<file path="config.mk">
export PLATFORM = sky130hd
export DESIGN_NAME = clipped_alpha_blend_blit
export DESIGN_NICKNAME = d
export VERILOG_FILES = /design/src/rtl/cbb_pkg.sv /design/src/rtl/clipped_alpha_blend_blit.sv /design/src/rtl/cbb_pos.sv /design/src/rtl/cbb_blend.sv
export VERILOG_INCLUDE_DIRS = /design/src /design/src/rtl
export SDC_FILE = /design/constraint.sdc
export NUM_CORES = 2
export LEC_CHECK = 0
export ABC_CLOCK_PERIOD_IN_PS = 12300
export BUFFER_PORTS_ARGS = -buffer_cell sky130_fd_sc_hd__buf_2
export CORE_ASPECT_RATIO = 1.5
export CORE_MARGIN = 3
export CORE_UTILIZATION = 60
export DETAILED_ROUTE_END_ITERATION = 8
export GPL_TIMING_DRIVEN = 0
export PLACE_DENSITY = 0.75
export SLEW_MARGIN = 10
export SYNTH_ARGS = -nofsm -noshare
export SYNTH_HDL_FRONTEND = slang
export SYNTH_HIERARCHICAL = 1
export SYNTH_SLANG_ARGS = --single-unit
</file>
<file path="constraint.sdc">
create_clock -name clk -period 12.3 [get_ports clk]
set_clock_uncertainty 0.2 [all_clocks]
set_input_delay 0.615 -clock clk [delete_from_list [all_inputs] [get_ports clk]]
set_output_delay 0.615 -clock clk [all_outputs]
set_load 0.01 [all_outputs]
</file>
<file path="src/rtl/clipped_alpha_blend_blit_macros.svh">
// Assertion macros shared by the clipped alpha blend blitter.
`ifndef CLIPPED_ALPHA_BLEND_BLIT_MACROS_SVH
`define CLIPPED_ALPHA_BLEND_BLIT_MACROS_SVH

// Same-cycle implication, checked outside reset.
`define CBB_ASSERT_NOW(label, ante, cons, msg) \
  label: assert property (@(posedge clk) disable iff (!rst_n) (ante) |-> (cons)) \
    else $error(msg);

// Next-cycle implication, checked outside reset.
`define CBB_ASSERT_NEXT(label, ante, cons, msg) \
  label: assert property (@(posedge clk) disable iff (!rst_n) (ante) |=> (cons)) \
    else $error(msg);

`endif

</file>
<file path="src/rtl/cbb_pkg.sv">
// Types and constants of the clipped alpha blend blitter.
`default_nettype none
package cbb_pkg;

  // Configuration register indexes.
  localparam logic [2:0] REG_IMAGE_WIDTH   = 3'd0;
  localparam logic [2:0] REG_DEST_LEFT     = 3'd1;
  localparam logic [2:0] REG_DEST_TOP      = 3'd2;
  localparam logic [2:0] REG_SCREEN_WIDTH  = 3'd3;
  localparam logic [2:0] REG_SCREEN_HEIGHT = 3'd4;

  localparam int unsigned CFG_W = 13;

  // Reset values of the configuration registers.
  localparam logic [CFG_W-1:0] RST_IMAGE_WIDTH   = 13'd1;
  localparam logic [CFG_W-1:0] RST_SCREEN_WIDTH  = 13'd640;
  localparam logic [CFG_W-1:0] RST_SCREEN_HEIGHT = 13'd480;

  localparam logic [7:0] ALPHA_OPAQUE = 8'hFF;

  typedef struct packed {
    logic        [CFG_W-1:0] image_width;
    logic signed [CFG_W-1:0] dest_left;
    logic signed [CFG_W-1:0] dest_top;
    logic        [CFG_W-1:0] screen_width;
    logic        [CFG_W-1:0] screen_height;
  } cfg_t;

  typedef struct packed {
    logic [7:0]  src_red;
    logic [7:0]  src_green;
    logic [7:0]  src_blue;
    logic [7:0]  src_alpha;
    logic [31:0] background_pixel;
    logic        last_of_image;
  } in_item_t;

  typedef struct packed {
    logic        write_enable;
    logic [23:0] write_address;
    logic [31:0] pixel_out;
    logic        end_of_image;
  } out_item_t;

  // Position status handed from the position unit to the top level.
  typedef struct packed {
    logic        visible;
    logic [23:0] addr;
  } pos_t;

endpackage
`default_nettype wire

</file>
<file path="src/rtl/clipped_alpha_blend_blit.sv">
// An accepted result is registered in out_r, or in skid_r while out_r is held.
// One item per cycle while skid_r is empty; blend and address multiply are one stage.
// A two-entry output (register plus skid) keeps input ready while a result waits.
// Reset (rst_n low, synchronous) empties the output, zeroes the counters and
// loads the configuration defaults.
`default_nettype none
`include "clipped_alpha_blend_blit_macros.svh"
module clipped_alpha_blend_blit
  import cbb_pkg::*;
#(
  parameter int unsigned MAX_DIM = 4096
) (
  input  wire logic             clk,
  input  wire logic             rst_n,
  input  wire logic             in_valid,
  output logic                  in_ready,
  input  wire in_item_t         in_data,
  output logic                  out_valid,
  input  wire logic             out_ready,
  output out_item_t             out_data,
  input  wire logic             cfg_we,
  input  wire logic [2:0]       cfg_index,
  input  wire logic [CFG_W-1:0] cfg_data
);

  cfg_t      cfg_r;
  pos_t      pos;
  logic [23:0] mix_rgb;
  out_item_t res;
  out_item_t out_r, skid_r;
  logic      out_valid_r, skid_valid_r;
  logic      in_fire, out_fire, write_en;

  // Configuration registers.
  always_ff @(posedge clk) begin
    if (!rst_n) begin
      cfg_r.image_width   <= RST_IMAGE_WIDTH;
      cfg_r.dest_left     <= '0;
      cfg_r.dest_top      <= '0;
      cfg_r.screen_width  <= RST_SCREEN_WIDTH;
      cfg_r.screen_height <= RST_SCREEN_HEIGHT;
    end else if (cfg_we) begin
      case (cfg_index)
        REG_IMAGE_WIDTH:   cfg_r.image_width   <= cfg_data;
        REG_DEST_LEFT:     cfg_r.dest_left     <= $signed(cfg_data);
        REG_DEST_TOP:      cfg_r.dest_top      <= $signed(cfg_data);
        REG_SCREEN_WIDTH:  cfg_r.screen_width  <= cfg_data;
        REG_SCREEN_HEIGHT: cfg_r.screen_height <= cfg_data;
        default: ;
      endcase
    end
  end

  assign in_ready  = !skid_valid_r;
  assign in_fire   = in_valid && in_ready;
  assign out_valid = out_valid_r;
  assign out_fire  = out_valid_r && out_ready;
  assign out_data  = out_r;

  cbb_pos #(
    .MAX_DIM(MAX_DIM)
  ) u_pos (
    .clk     (clk),
    .rst_n   (rst_n),
    .cfg     (cfg_r),
    .advance (in_fire),
    .last    (in_data.last_of_image),
    .pos     (pos)
  );

  cbb_blend u_blend (
    .alpha   (in_data.src_alpha),
    .src_rgb ({in_data.src_red, in_data.src_green, in_data.src_blue}),
    .bg_rgb  (in_data.background_pixel[23:0]),
    .mix_rgb (mix_rgb)
  );

  // Result item; nothing is written for a clipped or fully transparent pixel.
  always_comb begin
    write_en          = pos.visible && (in_data.src_alpha != '0);
    res.write_enable  = write_en;
    res.write_address = write_en ? pos.addr : '0;
    res.pixel_out     = write_en ? {ALPHA_OPAQUE, mix_rgb} : '0;
    res.end_of_image  = in_data.last_of_image;
  end

  // Output register with skid entry.
  always_ff @(posedge clk) begin
    if (!rst_n) begin
      out_valid_r  <= 1'b0;
      skid_valid_r <= 1'b0;
    end else if (skid_valid_r) begin
      if (out_fire) begin
        out_r        <= skid_r;
        skid_valid_r <= 1'b0;
      end
    end else if (in_fire) begin
      if (!out_valid_r || out_fire) begin
        out_r       <= res;
        out_valid_r <= 1'b1;
      end else begin
        skid_r       <= res;
        skid_valid_r <= 1'b1;
      end
    end else if (out_fire) begin
      out_valid_r <= 1'b0;
    end
  end

  // Checks on the output buffering and the result fields.
  `CBB_ASSERT_NOW(a_skid_behind_out, skid_valid_r, out_valid_r, "skid entry without output item")
  `CBB_ASSERT_NEXT(a_stall_fills_skid, in_fire && out_valid_r && !out_ready, skid_valid_r, "item lost on output stall")
  `CBB_ASSERT_NOW(a_idle_fields_zero, out_valid_r && !out_r.write_enable, (out_r.write_address == '0) && (out_r.pixel_out == '0), "nonzero fields without write")
  `CBB_ASSERT_NOW(a_alpha_forced, out_valid_r && out_r.write_enable, out_r.pixel_out[31:24] == ALPHA_OPAQUE, "written pixel alpha not opaque")

endmodule
`default_nettype wire

</file>
<file path="src/rtl/cbb_pos.sv">
// Column and row counters, destination placement, clipping and address.
`default_nettype none
module cbb_pos
  import cbb_pkg::*;
#(
  parameter int unsigned MAX_DIM = 4096
) (
  input  wire logic clk,
  input  wire logic rst_n,
  input  wire cfg_t cfg,
  input  wire logic advance,
  input  wire logic last,
  output pos_t      pos
);

  localparam int unsigned CNT_W = $clog2(MAX_DIM);
  localparam int unsigned CMP_W = ((CNT_W > CFG_W) ? CNT_W : CFG_W) + 1;
  localparam int unsigned POS_W = CMP_W + 1;

  logic [CNT_W-1:0] col_r, col_nxt;
  logic [CNT_W-1:0] row_r, row_nxt;
  logic [CMP_W-1:0] col_inc, row_inc;
  logic             col_wrap, row_wrap;
  logic signed [POS_W-1:0] x_pos, y_pos;
  logic [CMP_W-1:0] x_u, y_u;
  logic             on_screen;
  logic [2*CFG_W-1:0] row_base;
  logic [2*CFG_W-1:0] addr_sum;

  // Row end: a zero width wraps every item, a width beyond the bound acts as the bound.
  always_comb begin
    col_inc  = CMP_W'(col_r) + CMP_W'(1);
    row_inc  = CMP_W'(row_r) + CMP_W'(1);
    col_wrap = (col_inc >= CMP_W'(cfg.image_width)) || (col_inc >= CMP_W'(MAX_DIM));
    row_wrap = (row_inc >= CMP_W'(MAX_DIM));
    col_nxt  = col_r;
    row_nxt  = row_r;
    if (last) begin
      col_nxt = '0;
      row_nxt = '0;
    end else if (col_wrap) begin
      col_nxt = '0;
      row_nxt = row_wrap ? '0 : row_inc[CNT_W-1:0];
    end else begin
      col_nxt = col_inc[CNT_W-1:0];
    end
  end

  always_ff @(posedge clk) begin
    if (!rst_n) begin
      col_r <= '0;
      row_r <= '0;
    end else if (advance) begin
      col_r <= col_nxt;
      row_r <= row_nxt;
    end
  end

  // Screen position of the current item and clip test.
  always_comb begin
    x_pos = POS_W'(cfg.dest_left) + POS_W'($signed({1'b0, col_r}));
    y_pos = POS_W'(cfg.dest_top) + POS_W'($signed({1'b0, row_r}));
    x_u   = x_pos[CMP_W-1:0];
    y_u   = y_pos[CMP_W-1:0];
    on_screen = !x_pos[POS_W-1] && !y_pos[POS_W-1] &&
                (x_u < CMP_W'(cfg.screen_width)) &&
                (y_u < CMP_W'(cfg.screen_height));
  end

  // Linear address; on screen both coordinates fit the register width.
  always_comb begin
    row_base = y_u[CFG_W-1:0] * cfg.screen_width;
    addr_sum = row_base + (2*CFG_W)'(x_u[CFG_W-1:0]);
    pos.visible = on_screen;
    pos.addr    = addr_sum[23:0];
  end

endmodule
`default_nettype wire

</file>
<file path="src/rtl/cbb_blend.sv">
// Per-channel alpha blend of source over background, divided by 255.
`default_nettype none
module cbb_blend
  import cbb_pkg::*;
(
  input  wire logic [7:0]  alpha,
  input  wire logic [23:0] src_rgb,
  input  wire logic [23:0] bg_rgb,
  output logic      [23:0] mix_rgb
);

  logic [7:0] inv_alpha;

  // Exact floor(n / 255) for any n up to 255 * 255, the largest blend sum.
  function automatic logic [7:0] div255(input logic [15:0] n);
    logic [16:0] t;
    t = 17'(n) + 17'(n[15:8]) + 17'd1;
    return t[15:8];
  endfunction

  // One product pair per channel; alpha 255 gives the source color exactly.
  always_comb begin
    logic [15:0] sum;
    inv_alpha = ALPHA_OPAQUE - alpha;
    for (int i = 0; i < 3; i++) begin
      sum = src_rgb[8*i +: 8] * alpha + bg_rgb[8*i +: 8] * inv_alpha;
      mix_rgb[8*i +: 8] = div255(sum);
    end
  end

endmodule
`default_nettype wire

</file>
==> impl_metrics.ini <==
[outcome]
status = complete, no violations

[sta]
drv_slew = 0
worst_slew_margin_rel_pct = 22.1
max_slew.worst_pin.slew_ns = 1.16
finalSetupTns_ns = 0
holdWs_ns = 0.217
rsz0062_at_grt = no
period_needed_ns = 9.28
finalCritPeriodShare_pct = 75.4
fmax_mhz = 108
final-hold-violation-count = 0
setup_viol = 0
worst_slack_ns = 3.02

[place]
place.gp.congestion = 0.959
dp_slack_ns = 2.58
detailed_place_hpwl_mm = 69.7
portBuffers = 133

[synth]
synth-async-reset-ratio_pct = 0
synth_area_sq_um = 30100
synthTopCellsByCount = 608 x inv_1, 419 x fa_1, 346 x ha_1, 305 x nand2_1, 190 x and2_1
synth_warnings = 6
syn_inst = 3297
synth_top_family_by_area = adder cells
yosysUniqueCellTypes = 95
synth_flop_cell = edfxtp_1
yosysSeqAreaShare_pct = 16.0
synth.area.mux_share_pct = 0.174
synth_xor_area_share_pct = 3.58
synth_compound_area_share_pct = 10.2
synth.most_common_cell = inv_1
yosys.area_share.adder_pct = 42.2
synthTopCellsByArea = fa_1 28%, ha_1 14%, edfxtp_1 10%
synth.avg_cell_area_sq_um = 9.14
yosysTopAreaCellShare_pct = 27.8
synth_simple_gate_area_share_pct = 18.3
synth_edf_count = 100
ys_seq_elements = 191
yosysTopAreaCell = fa_1

[cts]
clock-sinks = 191
holdBufCountCts = 0
cts_resized = 0
cts_setup_buffers = 0
numCtsBuffers = 17
h-tree-depth = 4
cts_buffer_depth = 2
clk_transition_reported_paths_ns = 0.08
cts-root-buf = clkbuf_16
clkLatencyLatePin_ns = 0.46
cts_tree = built

[drt]
dr.pass1.iters = 5
wl_mm = 83.9
drcViolationCount = 0
final_antenna_net_count = 0
vias = 24100
drt-vias-per-instance = 5.84
drtIter0Drc = 1473
wl_per_cell_um = 20.4

[grt]
grt_pass1_wl_mm = 132
grt_pass1_vias = 25600
overflow = 0
grt_max_degree = 37
track_usage_pct = 31.9
antenna_found_initial = 0

[floorplanning]
core.rowCount = 99
fp.dieW_um = 189
initial_core_util_pct = 61.3
io_pins = 146
dieArea_sq_um = 53000
coreArea_sq_um = 49200
die_h_um = 280

[min_path]
hold_path.class = in2reg

[critical_path]
path_buf_inv = 7
critPathKind = in2reg
worstPathMaxFanout = 10
critPathTopFamily = adder cells
critPathMaxStageDelay_ns = 0.73
cp.required_ns = 12.32
slowest_stage = clkbuf_1
endpoint_kind = flop
critPathArrivalTime_ns = 9.30
cp_common_cell = fa_1
critPathLaunchType = primary input

[cells_and_area]
syn2layout_area_growth_pct = 7.14
final_nets = 4304
fin_util_pct = 65.6
n_antenna_cell = 0
drive_gt1_share_pct = 6.72

[flow_run]
max_cap_violations = 0
==> per-stage QoR <==
stage               instance area (sq um)  std cells
finish                              32300       4122
global route                        32300       4122
CTS                                 32300       4122
detailed placement                  31700       4090
global placement                    31600       4088
floorplan                           30100       3299
==> per-layer routing <==
layer / part of all wire [%] / global-route usage, % / up-vias
met3: 4.1 / 2.60 / 290
li1: - / - / 10900
met5: 0 / 0 / -
met1: 34 / 33.6 / 12000
met4: 7.7 / 21.0 / 0
met2: 54 / 60.4 / 865
==> flip-flops by register name, summed over array words and instances, names as in the netlist <==
register / flops
skid_valid_r: 1
u_pos/row_r: 12
skid_r: 50
out_data: 50
out_valid: 1
cfg_r: 65
u_pos/col_r: 12
==> worst register-to-register path, delay by kind of cell, from the launching register on <==
family | cells | cell delay, ns
xor+xnor | 1 | 0.54
compound gates | 7 | 1.53
fa+ha+maj | 9 | 3.77
flops | 1 | 0.42
buf+inv | 4 | 0.75
simple gates | 7 | 1.69
==> final timing paths <==
kind / startpoint / end / slack (ns) / cells past startpoint
setup / recovery: in_data[36] / out_data[4] / 3.02 / 29
hold / removal: in_valid / skid_valid_r / 0.22 / 3
setup reg to reg: u_pos/row_r[0] / out_data[55] / 3.14 / 28
hold reg to reg: cfg_r[63] / cfg_r[63] / 0.27 / 2
==> layout make-up <==
| type | instances | area [sq um] |
|---|---|---|
| Buffer | 138 | 586 |
| Timing Repair Buffer | 135 | 706 |
| Clock buffer | 18 | 450 |
| Clock inverter | 14 | 156 |
| Fill cell | 4122 | 16900 |
| Multi-Input combinational cell | 2362 | 22500 |
| Tap cell | 656 | 821 |
| Inverter | 608 | 2280 |
| Sequential cell | 191 | 4820 |
==> kinds of logic after synthesis <==
| logic type | count (synthesis) |
|---|---|
| AOI/OAI and AO/OA | 427 |
| DFF | 191 |
| muxes | 5 |
| adders and majority gates | 766 |
| and+or+nand+nor | 1038 |
| xor gates and xnor gates | 123 |
| other | 1 |
| buffers and inverters | 746 |
==> placed cells by master, fill, tap and decap left out, types with 16 or more instances in the layout <==
master and count:
nand2b_1 98, nand3_1 58, and3_1 62, nor2b_1 138
xor2_1 31, a211oi_1 18, clkbuf_16 18, xnor2_1 92
dfxtp_1 91, edfxtp_1 100, a21o_1 25, nor2_1 104
a21boi_0 26, ha_1 346, o21a_1 23, o21bai_1 16
nand2_1 305, buf_2 148, o21ai_0 78, a32o_1 47
and2_1 190, a21oi_1 80, fa_1 419, inv_1 608
clkbuf_1 106
Power is left out: the tool's default activity adds up to more than one toggle a clock period on the data nets, which glitch-free logic cannot reach.
